File: src/hdl/jse_pkg.sv
// Package for the JSON string escaper: word types, descriptor format,
// escape tables. No dependencies.
`default_nettype none
package jse_pkg;

  localparam int unsigned FIFO_DEPTH = 4;

  localparam logic [7:0] CH_QUOTE  = 8'h22;
  localparam logic [7:0] CH_BSLASH = 8'h5C;
  localparam logic [7:0] CH_DEL    = 8'h7F;
  localparam logic [7:0] CH_U      = 8'h75;
  localparam logic [7:0] CH_ZERO   = 8'h30;

  typedef struct packed {
    logic [7:0] data_byte;
    logic       has_byte;
    logic       starts_string;
    logic       ends_string;
  } in_item_t;

  typedef struct packed {
    logic [7:0] out_byte;
    logic       run_last;
    logic       string_closed;
  } out_item_t;

  typedef enum logic [1:0] {
    KIND_NONE  = 2'd0,
    KIND_PLAIN = 2'd1,
    KIND_SHORT = 2'd2,
    KIND_UNI   = 2'd3
  } kind_t;

  // One classified item: which quotes, body kind, and the byte it needs
  // (raw byte, short escape letter, or the control code for \u00XX).
  typedef struct packed {
    logic       open_q;
    logic       close_q;
    kind_t      kind;
    logic [7:0] ch;
  } desc_t;

  function automatic logic [7:0] short_escape(input logic [7:0] ch);
    logic [7:0] r;
    case (ch)
      8'h5C:   r = 8'h5C;
      8'h22:   r = 8'h22;
      8'h08:   r = 8'h62;
      8'h0C:   r = 8'h66;
      8'h0A:   r = 8'h6E;
      8'h0D:   r = 8'h72;
      8'h09:   r = 8'h74;
      default: r = 8'h00;
    endcase
    return r;
  endfunction

  function automatic logic [7:0] hex_char(input logic [3:0] nib);
    logic [7:0] r;
    if (nib < 4'd10) begin
      r = 8'h30 + {4'd0, nib};
    end else begin
      r = 8'h37 + {4'd0, nib};
    end
    return r;
  endfunction

endpackage
`default_nettype wire

File: src/hdl/jse_front.sv
// Front stage: accepts input words, classifies them into descriptors.
// Depends on jse_pkg.
`default_nettype none
module jse_front (
  input  wire logic             clk,
  input  wire logic             rst,
  input  wire logic             item_valid,
  output logic                  item_ready,
  input  wire jse_pkg::in_item_t item,
  output logic                  push_valid,
  input  wire logic             push_ready,
  output jse_pkg::desc_t        push_desc
);
  import jse_pkg::*;

  logic       valid;
  desc_t      desc;
  desc_t      desc_next;
  logic [7:0] esc;
  logic       has_res;

  always_comb begin
    esc = short_escape(item.data_byte);
    desc_next.open_q  = item.starts_string;
    desc_next.close_q = item.ends_string;
    desc_next.ch      = item.data_byte;
    if (!item.has_byte) begin
      desc_next.kind = KIND_NONE;
    end else if (esc != 8'h00) begin
      desc_next.kind = KIND_SHORT;
      desc_next.ch   = esc;
    end else if (item.data_byte < 8'h20 || item.data_byte == CH_DEL) begin
      desc_next.kind = KIND_UNI;
    end else begin
      desc_next.kind = KIND_PLAIN;
    end
    has_res = item.has_byte | item.starts_string | item.ends_string;
  end

  assign item_ready = !valid || push_ready;
  assign push_valid = valid;
  assign push_desc  = desc;

  always_ff @(posedge clk) begin
    if (rst) begin
      valid <= 1'b0;
    end else if (item_ready) begin
      valid <= item_valid && has_res;
    end
    if (item_valid && item_ready) begin
      desc <= desc_next;
    end
  end

endmodule
`default_nettype wire

File: src/hdl/jse_fifo.sv
// Descriptor queue between front and back stages.
// Depends on jse_pkg.
`default_nettype none
module jse_fifo #(
  parameter int unsigned Depth = jse_pkg::FIFO_DEPTH
) (
  input  wire logic           clk,
  input  wire logic           rst,
  input  wire logic           push_valid,
  output logic                push_ready,
  input  wire jse_pkg::desc_t push_desc,
  output logic                pop_valid,
  input  wire logic           pop_ready,
  output jse_pkg::desc_t      pop_desc
);
  import jse_pkg::*;

  localparam int unsigned AW = (Depth > 1) ? $clog2(Depth) : 1;
  localparam int unsigned CW = $clog2(Depth + 1);
  localparam logic [AW-1:0] LastPtr = AW'(Depth - 1);
  localparam logic [CW-1:0] FullCnt = CW'(Depth);

  desc_t         mem [Depth];
  logic [AW-1:0] wr_ptr;
  logic [AW-1:0] rd_ptr;
  logic [CW-1:0] count;
  logic          do_push;
  logic          do_pop;

  assign push_ready = (count != FullCnt);
  assign pop_valid  = (count != '0);
  assign pop_desc   = mem[rd_ptr];
  assign do_push    = push_valid && push_ready;
  assign do_pop     = pop_valid && pop_ready;

  always_ff @(posedge clk) begin
    if (rst) begin
      wr_ptr <= '0;
      rd_ptr <= '0;
      count  <= '0;
    end else begin
      if (do_push) begin
        wr_ptr <= (wr_ptr == LastPtr) ? '0 : wr_ptr + 1'b1;
      end
      if (do_pop) begin
        rd_ptr <= (rd_ptr == LastPtr) ? '0 : rd_ptr + 1'b1;
      end
      if (do_push && !do_pop) begin
        count <= count + 1'b1;
      end else if (do_pop && !do_push) begin
        count <= count - 1'b1;
      end
    end
    if (do_push) begin
      mem[wr_ptr] <= push_desc;
    end
  end

  a_count_range: assert property (@(posedge clk) disable iff (rst)
    count <= FullCnt) else $error("queue count out of range");
  a_ptr_gap: assert property (@(posedge clk) disable iff (rst)
    (count == '0 || count == FullCnt) |-> (wr_ptr == rd_ptr))
    else $error("queue pointers disagree with count");
  a_pop_moves: assert property (@(posedge clk) disable iff (rst)
    (do_pop && !do_push) |=> (count == $past(count) - 1'b1))
    else $error("queue count did not drop on pop");

endmodule
`default_nettype wire

File: src/hdl/jse_back.sv
// Back stage: expands one descriptor into escaped output words, one
// per cycle unless stalled, to a registered output. Uses jse_pkg.
`default_nettype none
module jse_back (
  input  wire logic            clk,
  input  wire logic            rst,
  input  wire logic            head_valid,
  output logic                 head_pop,
  input  wire jse_pkg::desc_t  head,
  output logic                 res_valid,
  input  wire logic            res_ready,
  output jse_pkg::out_item_t   res
);
  import jse_pkg::*;

  logic [2:0] step;
  logic [3:0] body_len;
  logic [3:0] total;
  logic [2:0] pos;
  logic       is_last;
  logic       advance;
  out_item_t  word_next;

  always_comb begin
    case (head.kind)
      KIND_NONE:  body_len = 4'd0;
      KIND_PLAIN: body_len = 4'd1;
      KIND_SHORT: body_len = 4'd2;
      KIND_UNI:   body_len = 4'd6;
      default:    body_len = 4'd0;
    endcase
    total   = body_len + {3'd0, head.open_q} + {3'd0, head.close_q};
    is_last = ({1'b0, step} == total - 4'd1);
    pos     = step - {2'd0, head.open_q};

    word_next.run_last      = is_last;
    word_next.string_closed = 1'b0;
    if (head.open_q && step == 3'd0) begin
      word_next.out_byte = CH_QUOTE;
    end else if (head.close_q && is_last) begin
      word_next.out_byte      = CH_QUOTE;
      word_next.string_closed = 1'b1;
    end else begin
      case (head.kind)
        KIND_SHORT: word_next.out_byte = (pos == 3'd0) ? CH_BSLASH : head.ch;
        KIND_UNI: begin
          case (pos)
            3'd0:    word_next.out_byte = CH_BSLASH;
            3'd1:    word_next.out_byte = CH_U;
            3'd4:    word_next.out_byte = hex_char(head.ch[7:4]);
            3'd5:    word_next.out_byte = hex_char(head.ch[3:0]);
            default: word_next.out_byte = CH_ZERO;
          endcase
        end
        default:    word_next.out_byte = head.ch;
      endcase
    end
  end

  assign advance  = (!res_valid || res_ready) && head_valid;
  assign head_pop = advance && is_last;

  always_ff @(posedge clk) begin
    if (rst) begin
      res_valid <= 1'b0;
      step      <= '0;
    end else begin
      if (!res_valid || res_ready) begin
        res_valid <= head_valid;
      end
      if (advance) begin
        step <= is_last ? 3'd0 : step + 3'd1;
      end
    end
    if (advance) begin
      res <= word_next;
    end
  end

  a_step_hold: assert property (@(posedge clk) disable iff (rst)
    (res_valid && !res_ready) |=> $stable(step))
    else $error("sequencer moved while output stalled");
  a_closed_is_quote: assert property (@(posedge clk) disable iff (rst)
    (res_valid && res.string_closed) |-> (res.out_byte == CH_QUOTE && res.run_last))
    else $error("closing flag on a non-final or non-quote word");
  a_pop_resets_step: assert property (@(posedge clk) disable iff (rst)
    head_pop |=> (step == 3'd0))
    else $error("step not cleared after descriptor done");

endmodule
`default_nettype wire

File: src/hdl/json_string_escaper_top.sv
// JSON string escaper top level: front classifier, descriptor queue,
// back expander. Depends on jse_pkg, jse_front, jse_fifo, jse_back.
//
// Each input word carries an optional string byte plus open/close quote
// flags; the block emits the JSON-escaped text one byte per output word,
// with run_last on the final word of each input word and string_closed on
// a closing quote. The back sequencer produces one output word per cycle
// while res_ready allows, and an input word causes 1 output word for a
// plain byte, 2 for a short escape, 6 for a \u00XX escape, plus 1 per
// quote. Plain bytes stream at one per cycle when the output is not
// stalled. Words that cause no output are dropped in the front stage.
// The first output word passes the front register, the descriptor queue
// and the back output register; the queue lets input run ahead of an
// expanding escape by FifoDepth descriptors.
`default_nettype none
module json_string_escaper_top #(
  parameter int unsigned FifoDepth = jse_pkg::FIFO_DEPTH
) (
  input  wire logic               clk,
  input  wire logic               rst,
  input  wire logic               item_valid,
  output logic                    item_ready,
  input  wire jse_pkg::in_item_t  item,
  output logic                    res_valid,
  input  wire logic               res_ready,
  output jse_pkg::out_item_t      res
);
  import jse_pkg::*;

  logic  push_valid;
  logic  push_ready;
  desc_t push_desc;
  logic  head_valid;
  logic  head_pop;
  desc_t head;

  jse_front u_front (
    .clk        (clk),
    .rst        (rst),
    .item_valid (item_valid),
    .item_ready (item_ready),
    .item       (item),
    .push_valid (push_valid),
    .push_ready (push_ready),
    .push_desc  (push_desc)
  );

  jse_fifo #(
    .Depth (FifoDepth)
  ) u_fifo (
    .clk        (clk),
    .rst        (rst),
    .push_valid (push_valid),
    .push_ready (push_ready),
    .push_desc  (push_desc),
    .pop_valid  (head_valid),
    .pop_ready  (head_pop),
    .pop_desc   (head)
  );

  jse_back u_back (
    .clk        (clk),
    .rst        (rst),
    .head_valid (head_valid),
    .head_pop   (head_pop),
    .head       (head),
    .res_valid  (res_valid),
    .res_ready  (res_ready),
    .res        (res)
  );

endmodule
`default_nettype wire

File: config.mk
export PLATFORM = sky130hd
export DESIGN_NAME = json_string_escaper_top
export DESIGN_NICKNAME = d
export VERILOG_FILES = /design/src/hdl/jse_pkg.sv /design/src/hdl/jse_front.sv /design/src/hdl/jse_fifo.sv /design/src/hdl/jse_back.sv /design/src/hdl/json_string_escaper_top.sv
export SDC_FILE = /design/constraint.sdc
export NUM_CORES = 1
export LEC_CHECK = 0
export BUFFER_PORTS_ARGS = -buffer_cell sky130_fd_sc_hd__buf_2
export CAP_MARGIN = 10
export CORE_MARGIN = 2
export CORE_UTILIZATION = 30
export DETAILED_ROUTE_END_ITERATION = 8
export PLACE_DENSITY_LB_ADDON = 0.3
export RECOVER_POWER = 50
export SYNTH_ARGS = -nofsm -noshare
export SYNTH_HDL_FRONTEND = slang
export SYNTH_HIERARCHICAL = 1
export SYNTH_SLANG_ARGS = --single-unit
File: constraint.sdc
create_clock -name clk -period 5.3 [get_ports clk]
set_input_delay 0.53 -clock clk [delete_from_list [all_inputs] [get_ports clk]]
set_output_delay 0.53 -clock clk [all_outputs]
set_load 0.01 [all_outputs]
# Yosys cells after proc, flatten, opt, wreduce, memory -nomap -nowiden
# Memories as Yosys holds them, arrays and structs flattened. A register that Yosys moved wholly into a read port is not among the register bits.
# Cells that the tools add are included.
# totals
ff_bits	34
ramBits	48
input_bits	15
out_inout_bits	12
elab_cells	98
n_memories	1
# classes
addsub	13
n_lt_le_gt_ge	3
n_eq_ne	18
muxes	21
bitwise	3
n_reduce_logical	25
# memory_table
memory	depth	word_bits	read_ports	rd_clocked_by_memory_dff	wr	line	text
u_fifo.mem	4	12	1	1	1	jse_fifo.sv:23	desc_t mem [Depth];
# ops
cell	count
7-bit case mux with 7 select lines	1
8-bit by 4-bit == test with 1-bit output, second input constant	5
8-bit 2-to-1 mux	5
8-bit case mux with 4 select lines	1
6-bit by 4-bit adder with 7-bit output, first input constant	4
8-bit by 7-bit == test with 1-bit output, second input constant	2
4-bit case mux with 4 select lines	1
8-bit case mux with 2 select lines	1
2-bit 2-to-1 mux	6
1-bit logical AND	10
3-bit 2-to-1 mux	3
4-bit by 1-bit adder with 4-bit output	2
2-bit == test, second input constant	4
8-bit by 6-bit == test with 1-bit output, second input constant	1
4-bit < comparator, second input constant	2
8-bit by 6-bit < comparator with 1-bit output, second input constant	1
8-bit nonzero test	1
3-bit by 1-bit adder with 3-bit output, second input constant	2
3-bit == test, second input constant	2
3-bit zero test	2
2-bit by 1-bit adder with 2-bit output, second input constant	2
3-bit by 4-bit == test with 1-bit output	1
1-bit zero test	4
2-bit OR reduction	2
13 further kinds	18

# Logic depth before layout (Yosys ltp)
# Gate-level depths: netlist of the first run.
# depth
ltp_word	11
depth_mapped	21

# Hierarchy
# Netlist of the first run, hierarchy kept.
# by_module_without_submodules
module	instances	cells_each	area_each_um2	seq_area_each_um2
jse_fifo	1	110	2207.1	1621.6
jse_back	1	132	1148.6	380.4
jse_front	1	58	659.4	380.4

# Worst setup path before layout of the first run
# No wires, ideal clock.
# synth_path
path_type	register -> register
start	reg with a tool-made name
end	reg u_fifo.count[2]
setup_ns	0.070
arrival_time_ns	4.481
required_ns	5.230
setup_slack_ns	0.749
path_stages_with_launch	22
path_buffers	2
period_less_slack_ns	4.551
path_cell_list	dfxtp_1 buf_4 mux4_2 inv_1 nand2_1 ha_1 inv_1 ha_1 inv_1 fa_1 xor2_2 xnor2_1 and3_1 buf_6 and2_2 o31ai_1 ha_1 inv_1 fa_1 xor2_1 or3_2 a21oi_1
# synth_lines
element	line	text
to (signal assigned)	jse_fifo.sv:49	count <= count + 1'b1;
to (signal assigned)	jse_fifo.sv:51	count <= count - 1'b1;
to (decl)	jse_fifo.sv:26	logic [CW-1:0] count;

==> results of run 1 <==
-- path summary, 6_finish.rpt --
kind	from	end	slack [ns]	cells after the start
max	flip-flop	u_fifo/count[2]$_SDFFE_PP0P_	0.63	19
min	item[0]	u_front/push_desc[10]$_DFFE_PP_	0.39	1
max reg2reg	flip-flop	u_fifo/count[2]$_SDFFE_PP0P_	0.63	19
min reg2reg	u_fifo/rd_ptr[0]$_SDFFE_PP0P_	flip-flop	0.49	2
-- cell usage in the layout (no fill, tap or decap), drive strengths merged, types with 4 or more instances in the layout --
cell    netlist  layout
edfxtp       70      70
inv          22      25
clkbuf        6      24
a21oi        21      21
nand2        17      17
ha           15      15
nor2         15      15
dfxtp        14      14
buf           5      13
mux4         12      12
o21ai        10      10
and3          9       9
xor2          6       6
xnor2         5       5
nor3          5       5
and2          5       5
nand2b        4       4
a31oi         4       4
mux2i         4       4
or3           4       4
-- where the power goes --
| group | switching (mW) | leakage, nW | internal, mW |
|---|---|---|---|
| registers | 0.0273 | 0.763 | 0.779 |
| clock network | 0.266 | 0.145 | 0.372 |
| logic | 0.179 | 0.739 | 0.112 |
-- flip-flops by register name, summed over array words and instances (netlist names), named ones only --
signal / cells
u_fifo/rd_ptr: 2
u_fifo/count: 3
u_back/res: 10
u_back/res_valid: 1
u_back/step: 3
u_front/push_desc: 12
u_front/push_valid: 1
u_fifo/wr_ptr: 2
u_fifo/mem: 48
-- worst reg2reg max path: cells and delay by family (launching register included) --
kind / cells / cell delay [ns]
adder cells (fa/ha/maj): 5 / 1.50
AND/OR/NAND/NOR: 4 / 0.92
multiplexers: 1 / 0.64
XOR/XNOR: 3 / 0.48
flip-flops: 1 / 0.44
buffers and inverters: 4 / 0.34
AO/OA/AOI/OAI: 2 / 0.28
-- layer usage --
metal / track usage (%) / up-vias
li1: - / 1187
met1: 13.7 / 1190
met2: 17.7 / 62
met3: 2.90 / 9
met4: 4.71 / 0
met5: 0 / -
-- layout make-up --
class                   count  area, um^2
fillers                  1319        8540
flip-flops and latches     84        2380
multi-input cells         183        1470
clock buffers               9         225
well taps                 176         220
repair buffers             28         126
clock inverters             7        82.6
inverters                  22        82.6
-- logic make-up after synthesis --
kind of cell               share of synthesized area, %
muxes                                              7.73
AOI/OAI and AO/OA                                  9.82
DFF                                                59.3
adders and majority gates                          5.67
xor gates and xnor gates                           2.59
buffers and inverters                              3.68
and+or+nand+nor                                    11.2
==> metrics.md, run 1 <==
| Metric | Value |
|---|---|
| Vias | `2448` |
| DR vias/cell | `between 4 and 5` |
| Placed Area | `4320 um^2` |
| Clk_skew | `~0.0058 ns` |
| DRT Pass-1 Iters | `4` |
| Area added between synthesis and finish | `14.4%` |
| Core footprint | `approximately 13000 um^2` |
| Worst EP arrival | `4.94 ns` |
| Worst-margin pin slew | `0.698 ns` |
| Crit. End Element | `flip-flop` |
| Routed wl met2 | `about 3500 um` |
| Fin util | `between 30% and 40%` |
| # hold bufs at CTS | `0` |
| Synth Instances | `300` |
| Ys flop type | `edfxtp_1` |
| Initial antenna violation count | `0` |
| Total gr overflow | `0` |
| Top post-synthesis cells by area | `edfxtp_1 (52%), dfxtp_1 (7.0%), mux4_2 (6.7%), ha_1 (4.7%), a21oi_1 (2.6%)` |
| Fin crit period | `4.67 ns` |
| Sequential share of the synthesized area | `59.3%` |
| Required time of the critical path | `about 5.6 ns` |
| Area of the die | `roughly 14000 um^2` |
| Post-DP HPWL | `5130 um` |
| Starting DRT DRC Count | `111` |
| Final Max Slew Viols | `0` |
| Mean Syn Cell Area | `13.4 um^2` |
| Wire length on met1 | `3420 um` |
| DIE HEIGHT | `between 100 and 150 um` |
| Horiz. Die Dim | `120 um` |
| CP Buf/Inv Count | `4` |
| I/O Pins | `27` |
| Vias in the first global route | `2456` |
| Initial Utilization | `a little under a third` |
| Met3 WL | `299 um` |
| Fin Setup TNS | `0 ns` |
| Final Power | `1.74 mW` |
| Max-cap violations | `0` |
| Slowest CP cell | `mux4_2` |
| Largest area contributor in the netlist | `edfxtp_1` |
| Startpoint Class | `flip-flop` |
| Crit-path cells | `mux4_2, inv_1, nand2_1, ha_1, inv_1, ha_1, inv_1, fa_1, xor2_2, xnor2_1, and3_1, and2_2, o31ai_1, ha_1, inv_1, fa_1, xor2_1, or3_2, a21oi_1` |
| Antenna cells | `0` |
| Highest metal used | `met4` |
| RSZ-0062 raised after global routing | `no` |
| Yosys cell types | `64` |
| Leak | `1.65 nW` |
| Core Rows | `between 40 and 50` |
| Clock root buffer master | `clkbuf_16` |
| TritonCTS clock tree | `built` |
| Synth Warn # | `6` |
| TritonCTS Buffers | `9` |
| Post-CTS Setup Inserts | `0` |
| Crit-path max cell delay | `0.64 ns` |
| Peak VDD IR | `just under 0.0002 V` |
| Most common cell in the netlist | `edfxtp_1` |
| Ys async rst share | `0%` |
| Htree depth | `3` |
| Gr usage total | `10.9%` |
| Routed len/inst | `14.4 um` |
| Sink Count | `84` |
| Fraction of layout cells with a size suffix above 1 | `15.9%` |
| FMAX | `~210 MHz` |
| Skew-Pair Late Insertion Delay | `0.34 ns` |
| GP Congestion | `0.895` |
| Slew margin rel. | `53.5%` |
| Fin crit share | `88.2%` |
| CP Max Fanout | `9` |
| Clock tree buffer depth | `2` |
| Final Instance Area | `around 4600 um^2` |
| Port bufs | `26` |
| Final non-filler cell total | `509` |
| DRC errors left | `0` |
| First-pass GRT wire length | `12200 um` |
| Final WS setup | `~0.63 ns` |
| Pre-CTS setup slack | `about 0.61 ns` |
| Hold Path Class | `input pin to flip-flop` |
| EDFF count, synth | `70` |
| PwrDens | `378 nW/um^2` |
| Clock transition at path regs | `0.06 ns` |
| Worst hold slack | `0.387 ns` |
| Syn nets | `332` |
| Top cell type's share of synthesized area | `52.4%` |
| Largest net degree at the start of global routing | `17` |
| Post-CTS resize count | `0` |
| Worst Setup Path Type | `flip-flop to flip-flop` |
| Largest delay share family, worst path | `adder cells` |
| Final antenna-violating net count | `0` |
| Final setup fails | `0` |
| Number of synthesized register bits | `84` |
| Commonest cells post-synth | `edfxtp_1 (70), inv_1 (22), a21oi_1 (21)` |
| Post-layout nets | `360` |
| Status | `finished, final reports clean` |
| Final hold vios | `0` |
| Syn Std Cell Area | `4020 um^2` |
| Final wirelength | `about 7300 um` |
| Most frequent CP cell | `inv_1` |
| Placed cells | `493` |
Power figures use the tool's default switching activity.
==> run 2, diff against run 1 <==
==> constraint.sdc (replaced) <==
create_clock -name clk -period 5.3 [get_ports clk]
set_input_delay 1.06 -clock clk [delete_from_list [all_inputs] [get_ports clk]]
set_output_delay 1.06 -clock clk [all_outputs]
set_load 0.01 [all_outputs]
==> run 2 against run 1 <==
  * Clock skew rose by 0.00077 ns
  * Clock power barely moved
  * Core utilization rose by 0.13 points
  * Total power rose by 0.29%
  * Register-to-register slack barely moved
  * First-iteration DRC count fell by 1.8%
  * Largest power group unchanged
  * Highest routed layer unchanged
==> metrics.md, run 2 (synthesized netlist as in run 1, its figures left out) <==
| Metric | Value |
|---|---|
| Status | `finished, final reports clean` |
| Required time of the critical path | `5.56 ns (about the same)` |
| Storage element area | `2380 um^2 (unchanged)` |
| Placed cells | `493 (unchanged)` |
| Most frequent CP cell | `inv_1` |
| DIE HEIGHT | `120 um (unchanged)` |
| Fin crit period | `4.68 ns (+0.00714 ns)` |
| Final hold vios | `0 (unchanged)` |
| Worst-margin pin slew | `0.685 ns (-0.0127 ns)` |
| Final setup fails | `0 (unchanged)` |
| Worst EP arrival | `4.94 ns (about the same)` |
| Post-layout nets | `360 (unchanged)` |
| Leading cell type in the layout, fill and taps excluded | `edfxtp_1` |
| Htree depth | `3 (unchanged)` |
| Hold Path Class | `flip-flop to flip-flop` |
| Multi-input gate area | `1480 um^2 (+0.17%)` |
| Fin crit share | `88.3% (+0.13 points)` |
| Number of flip-flops in the largest register | `48 (unchanged)` |
| FF-to-FF End | `u_fifo/count[2]$_SDFFE_PP0P_` |
| # hold bufs at CTS | `0 (unchanged)` |
| DR vias/cell | `4.80 (-0.20%)` |
| Initial Utilization | `30.6% (unchanged)` |
| Worst hold slack | `0.492 ns (+0.105 ns)` |
| Reg with most FFs | `u_fifo/mem` |
| Hold path cells | `2 (+1)` |
| Port bufs | `26 (unchanged)` |
| Post-CTS resize count | `0 (unchanged)` |
| RSZ-0062 raised after global routing | `no` |
| Core Rows | `42 (unchanged)` |
| Fraction of layout cells with a size suffix above 1 | `19.8% (+3.9 points)` |
| First-pass GRT wire length | `12200 um (unchanged)` |
| Final Max Slew Viols | `0 (unchanged)` |
| Largest delay share family, worst path | `adder cells` |
| Vias | `2443 (-0.20%)` |
| Crit-path max cell delay | `0.64 ns (about the same)` |
| Clk_skew | `0.00656 ns (+0.000772 ns)` |
| I/O Pins | `27 (unchanged)` |
| Core footprint | `13100 um^2 (unchanged)` |
| Clock tree buffer depth | `2 (unchanged)` |
| DRT Pass-1 Iters | `4 (unchanged)` |
| Area of the die | `14300 um^2 (unchanged)` |
| Gr usage total | `10.9% (unchanged)` |
| Antenna cells | `0 (unchanged)` |
| Final non-filler cell total | `509 (unchanged)` |
| Horiz. Die Dim | `120 um (unchanged)` |
| Post-CTS Setup Inserts | `0 (unchanged)` |
| Crit-path cells | `mux4_2, inv_1, nand2_1, ha_1, inv_1, ha_1, inv_1, fa_1, xor2_2, xnor2_1, and3_1, and2_2, o31ai_1, ha_1, inv_1, fa_1, xor2_1, or3_2, a21oi_1` |
| Leak | `1.69 nW (+2.3%)` |
| Worst Setup Path Type | `flip-flop to flip-flop` |
| Starting DRT DRC Count | `109 (-1.8%)` |
| TritonCTS clock tree | `built` |
| Startpoint Class | `flip-flop` |
| Clock root buffer master | `clkbuf_16` |
| Clock transition at path regs | `0.06 ns (about the same)` |
| Crit. End Element | `flip-flop` |
| Most frequent cells in the layout | `edfxtp_1 (70), buf_2 (23), inv_1 (22)` |
| Final antenna-violating net count | `0 (unchanged)` |
| Slowest CP cell | `mux4_2` |
| Area added between synthesis and finish | `14.8%` |
| Reg2Reg Setup Slack | `0.62 ns (about the same)` |
| Max-cap violations | `0 (unchanged)` |
| Vias in the first global route | `2456 (unchanged)` |
| Sink Count | `84 (unchanged)` |
| Total gr overflow | `0 (unchanged)` |
| Routed len/inst | `14.3 um (-0.45%)` |
| PwrDens | `378 nW/um^2 (about the same)` |
| FMAX | `214 MHz (-0.15%)` |
| Largest net degree at the start of global routing | `17 (unchanged)` |
| Fin Setup TNS | `0 ns (unchanged)` |
| Slew margin rel. | `54.3% (+0.85 points)` |
| Final wirelength | `7300 um (-0.45%)` |
| Final Power | `1.74 mW (+0.29%)` |
| R2R depth | `19 (unchanged)` |
| CP Max Fanout | `9 (unchanged)` |
| TritonCTS Buffers | `9 (unchanged)` |
| Fillers | `1313 (-0.45%)` |
| Peak VDD IR | `0.000193 V (-0.19%)` |
| DRC errors left | `0 (unchanged)` |
| Post-DP HPWL | `5130 um (unchanged)` |
| GP Congestion | `0.895 (unchanged)` |
| Initial antenna violation count | `0 (unchanged)` |
| Skew-Pair Late Insertion Delay | `0.34 ns (about the same)` |
| Worst hold start | `u_fifo/rd_ptr[0]$_SDFFE_PP0P_` |
| CP Buf/Inv Count | `4 (unchanged)` |
## run 2: through the flow
step	worst slack [ns]	utilization, %	instance area, um^2
floorplan	0.749	-	4020
global placement	0.785	32.8	4320
detailed placement	0.611	32.8	4320
CTS	0.597	35.2	4620
global route	0.334	35.1	4610
finish	0.619	35.1	4610
## run 2: how the worst max path moves through the flow
stage / from / endpoint / slack (ns) / depth (start not counted)
4_1_cts: flip-flop / u_fifo/count[2]$_SDFFE_PP0P_ / 0.60 / 19
3_5_place_dp: flip-flop / u_fifo/count[2]$_SDFFE_PP0P_ / 0.61 / 19
5_1_grt: flip-flop / u_fifo/count[2]$_SDFFE_PP0P_ / 0.33 / 19
3_3_place_gp: flip-flop / u_fifo/count[2]$_SDFFE_PP0P_ / 0.79 / 19
2_1_floorplan: flip-flop / u_fifo/count[2]$_SDFFE_PP0P_ / 0.75 / 21
6_report: flip-flop / u_fifo/count[2]$_SDFFE_PP0P_ / 0.62 / 19
## run 2: layer usage
| layer | global-route usage (%) | share of wire (%) | up-vias |
|---|---|---|---|
| met5 | 0 | 0 | - |
| met4 | 4.71 | 1.7 | 0 |
| met3 | 2.90 | 4.1 | 9 |
| met2 | 17.7 | 47 | 61 |
| met1 | 13.7 | 47 | 1186 |
| li1 | - | - | 1187 |
## run 2: layout make-up
class	count	share of cell area, %
flip-flops and latches	84	51.7
multi-input cells	183	32.0
clock buffers	9	4.88
well taps	176	4.78
repair buffers	28	3.07
clock inverters	7	1.79
inverters	22	1.79
## run 2: worst reg2reg max path, cell delays in order, from the launching register on
cell	delay [ns]
dfxtp_1	0.44
mux4_2	0.64
inv_1	0.16
nand2_1	0.07
ha_1	0.27
inv_1	0.05
ha_1	0.17
inv_1	0.06
fa_1	0.40
xor2_2	0.16
xnor2_1	0.16
and3_1	0.24
and2_2	0.21
o31ai_1	0.14
ha_1	0.29
inv_1	0.07
fa_1	0.37
xor2_1	0.16
or3_2	0.40
a21oi_1	0.14
## run 2: report_power, final
part / total [mW] / internal, mW / leakage (nW) / switching (mW)
Clock: 0.637 / 0.372 / 0.145 / 0.265
Combinational: 0.298 / 0.118 / 0.777 / 0.179
Sequential: 0.806 / 0.779 / 0.763 / 0.0264
Total: 1.74 / 1.27 / 1.69 / 0.471
==> run 3, diff against run 2 <==
--- a/config.mk
+++ b/config.mk
@@ -10,3 +10,3 @@
 export CORE_MARGIN = 2
-export CORE_UTILIZATION = 30
+export CORE_UTILIZATION = 50
 export DETAILED_ROUTE_END_ITERATION = 8
==> constraint.sdc (replaced) <==
create_clock -name clk -period 5.3 [get_ports clk]
set_input_delay 0.795 -clock clk [delete_from_list [all_inputs] [get_ports clk]]
set_output_delay 0.795 -clock clk [all_outputs]
set_load 0.01 [all_outputs]
==> run 3 against run 2 <==
  * Critical path depth unchanged
  * Sequential share of layout area rose by 2.7 points
  * Critical path type unchanged
  * Flip-flop and latch count did not move
  * Combinational power shrank 2%
  * Hold slack better by 0.0096 ns
  * Core utilization up 21 points
  * Clock-buffer cell count is 3 higher
  * Fmax shrank 2.8%
  * Critical endpoint unchanged
==> metrics.md, run 3 (synthesized netlist as in run 1, its figures left out) <==
| Metric | Value |
|---|---|
| Worst Setup Path Type | `flip-flop to flip-flop` |
| R2R depth | `19 (unchanged)` |
| Final setup fails | `0 (unchanged)` |
| Gr usage total | `17.2% (+6.3 points)` |
| Post-DP HPWL | `4780 um (-6.8%)` |
| Skew-Pair Late Insertion Delay | `0.34 ns (about the same)` |
| Final Instance Area | `4380 um^2 (-5.0%)` |
| Reg2Reg Setup Slack | `0.49 ns (-0.13 ns)` |
| FF-to-FF End | `u_fifo/count[2]$_SDFFE_PP0P_` |
| DIE HEIGHT | `93.6 um (-22%)` |
| Core footprint | `7770 um^2 (-41%)` |
| RSZ-0062 raised after global routing | `no` |
| Starting DRT DRC Count | `170 (+56%)` |
| TritonCTS Buffers | `9 (unchanged)` |
| Fillers | `664 (-49%)` |
| Fin crit share | `90.8% (+2.5 points)` |
| Hold Path Class | `flip-flop to flip-flop` |
| Vias in the first global route | `2360 (-3.9%)` |
| DRC errors left | `0 (unchanged)` |
| Post-CTS Setup Inserts | `0 (unchanged)` |
| Startpoint Class | `flip-flop` |
| Final Max Slew Viols | `0 (unchanged)` |
| Post-layout nets | `360 (unchanged)` |
| Initial Utilization | `51.7% (+21 points)` |
| GP Congestion | `0.902 (+0.78%)` |
| Slowest CP cell | `mux4_2` |
| I/O Pins | `27 (unchanged)` |
| Slew margin rel. | `52.8% (-1.5 points)` |
| Endpoint, Worst Hold | `u_back/res_valid$_SDFFE_PP0N_` |
| Post-CTS resize count | `0 (unchanged)` |
| Clock tree buffer depth | `2 (unchanged)` |
| Number of flip-flops in the largest register | `48 (unchanged)` |
| Worst hold start | `u_back/res_valid$_SDFFE_PP0N_` |
| DR vias/cell | `5.66 (+18%)` |
| Port bufs | `26 (unchanged)` |
| Core Rows | `32 (-24%)` |
| Total gr overflow | `0 (unchanged)` |
| TritonCTS clock tree | `built` |
| Peak VDD IR | `0.000135 V (-30%)` |
| Required time of the critical path | `5.58 ns (+0.02 ns)` |
| Area added between synthesis and finish | `9.04%` |
| Final antenna-violating net count | `0 (unchanged)` |
| Antenna cells | `0 (unchanged)` |
| Sink Count | `84 (unchanged)` |
| Routed len/inst | `15.7 um (+9.4%)` |
| Max-cap violations | `0 (unchanged)` |
| Fin Setup TNS | `0 ns (unchanged)` |
| Crit. End Element | `flip-flop` |
| Crit-path max cell delay | `0.67 ns (+0.03 ns)` |
| CP Max Fanout | `9 (unchanged)` |
| Fraction of layout cells with a size suffix above 1 | `18.6% (-1.2 points)` |
| Final wirelength | `6820 um (-6.5%)` |
| Leading cell type in the layout, fill and taps excluded | `edfxtp_1` |
| Most frequent CP cell | `inv_1` |
| Fin crit period | `4.81 ns (+0.134 ns)` |
| Area of the die | `8760 um^2 (-39%)` |
| FMAX | `208 MHz (-2.8%)` |
| Leak | `1.62 nW (-3.6%)` |
| Clock transition at path regs | `0.08 ns (+0.02 ns)` |
| Final hold vios | `0 (unchanged)` |
| First-pass GRT wire length | `11500 um (-5.1%)` |
| Hold path cells | `2 (unchanged)` |
| Largest net degree at the start of global routing | `15 (-2)` |
| Initial antenna violation count | `0 (unchanged)` |
| Worst EP arrival | `5.09 ns (+0.15 ns)` |
| Reg with most FFs | `u_fifo/mem` |
| Placed Area | `4220 um^2 (-2.1%)` |
| Status | `finished, final reports clean` |
| Clk_skew | `0.00713 ns (+0.000566 ns)` |
| Worst-margin pin slew | `0.703 ns (+0.0179 ns)` |
| Htree depth | `3 (unchanged)` |
| Vias | `2464 (+0.86%)` |
| Crit-path cells | `mux4_2, inv_1, nand2_1, ha_1, inv_1, ha_1, inv_1, fa_1, xor2_2, xnor2_1, and3_1, and2_2, o31ai_1, ha_1, inv_1, fa_1, xor2_1, or3_2, a21oi_1` |
| Clock root buffer master | `clkbuf_8` |
| DRT Pass-1 Iters | `4 (unchanged)` |
| Horiz. Die Dim | `93.6 um (-22%)` |
| # hold bufs at CTS | `0 (unchanged)` |
| Most frequent cells in the layout | `edfxtp_1 (70), buf_2 (23), inv_1 (22)` |
| PwrDens | `342 nW/um^2 (-9.4%)` |
-- run 3: changes by cell type in the layout (fill, tap and decap cells not counted), sizes merged --
cell,delta
clkbuf,+3
inv,-3
clkinv,+2
clkinvlp,-1
bufinv,-1
-- run 3: cell type report --
cell class | count | area, um^2 | area share, %
Tap cell | 102 | 128 | 2.92
Multi-Input combinational cell | 183 | 1470 | 33.6
Sequential cell | 84 | 2380 | 54.4
Timing Repair Buffer | 28 | 141 | 3.23
Clock buffer | 12 | 145 | 3.32
Clock inverter | 4 | 26.3 | 0.600
Inverter | 22 | 82.6 | 1.89
-- run 3: critical path, delay by kind of cell, from the launching register on --
family,cells,cell delay [ns]
AO/OA/AOI/OAI,2,0.28
AND/OR/NAND/NOR,4,0.92
XOR/XNOR,3,0.46
flip-flops,1,0.59
multiplexers,1,0.67
adder cells (fa/ha/maj),5,1.48
buffers and inverters,4,0.33
-- run 3: per-stage QoR --
stage | setup WS (ns) | total power [mW] | cells | hold slack, ns | utilization [%]
2_1_floorplan | 0.749 | 1.04 | 300 | 0.459 | -
3_3_place_gp | 0.605 | 1.11 | 419 | 0.473 | 54.4
3_5_place_dp | 0.481 | 1.11 | 419 | 0.494 | 54.4
4_1_cts | 0.461 | 1.51 | 435 | 0.507 | 56.6
5_1_grt | 0.0551 | 1.58 | 435 | 0.524 | 56.4
6_report | 0.486 | 1.50 | 435 | 0.502 | 56.4
-- run 3: power by group --
part           total (mW)  internal (mW)  switching [mW]
combinational       0.293          0.118           0.176
clock               0.398          0.183           0.215
sequential          0.806          0.778          0.0273
-- run 3: worst max-delay path by stage --
| stage | start | to | slack (ns) | depth (start not counted) |
|---|---|---|---|---|
| 6_report | flip-flop | u_fifo/count[2]$_SDFFE_PP0P_ | 0.49 | 19 |
| 5_1_grt | flip-flop | u_fifo/count[2]$_SDFFE_PP0P_ | 0.06 | 19 |
| 4_1_cts | flip-flop | u_fifo/count[2]$_SDFFE_PP0P_ | 0.46 | 19 |
| 3_5_place_dp | flip-flop | u_fifo/count[2]$_SDFFE_PP0P_ | 0.48 | 19 |
| 3_3_place_gp | flip-flop | u_fifo/count[2]$_SDFFE_PP0P_ | 0.61 | 19 |
| 2_1_floorplan | flip-flop | u_fifo/count[2]$_SDFFE_PP0P_ | 0.75 | 21 |
-- run 3: routing by layer --
metal / share of wire (%) / routed length [um] / GRT usage [%]
met5: 0 / 0 / 0
met4: 0.57 / 39 / 4.83
met3: 5.0 / 343 / 4.83
met2: 51 / 3510 / 29.3
met1: 43 / 2930 / 21.8
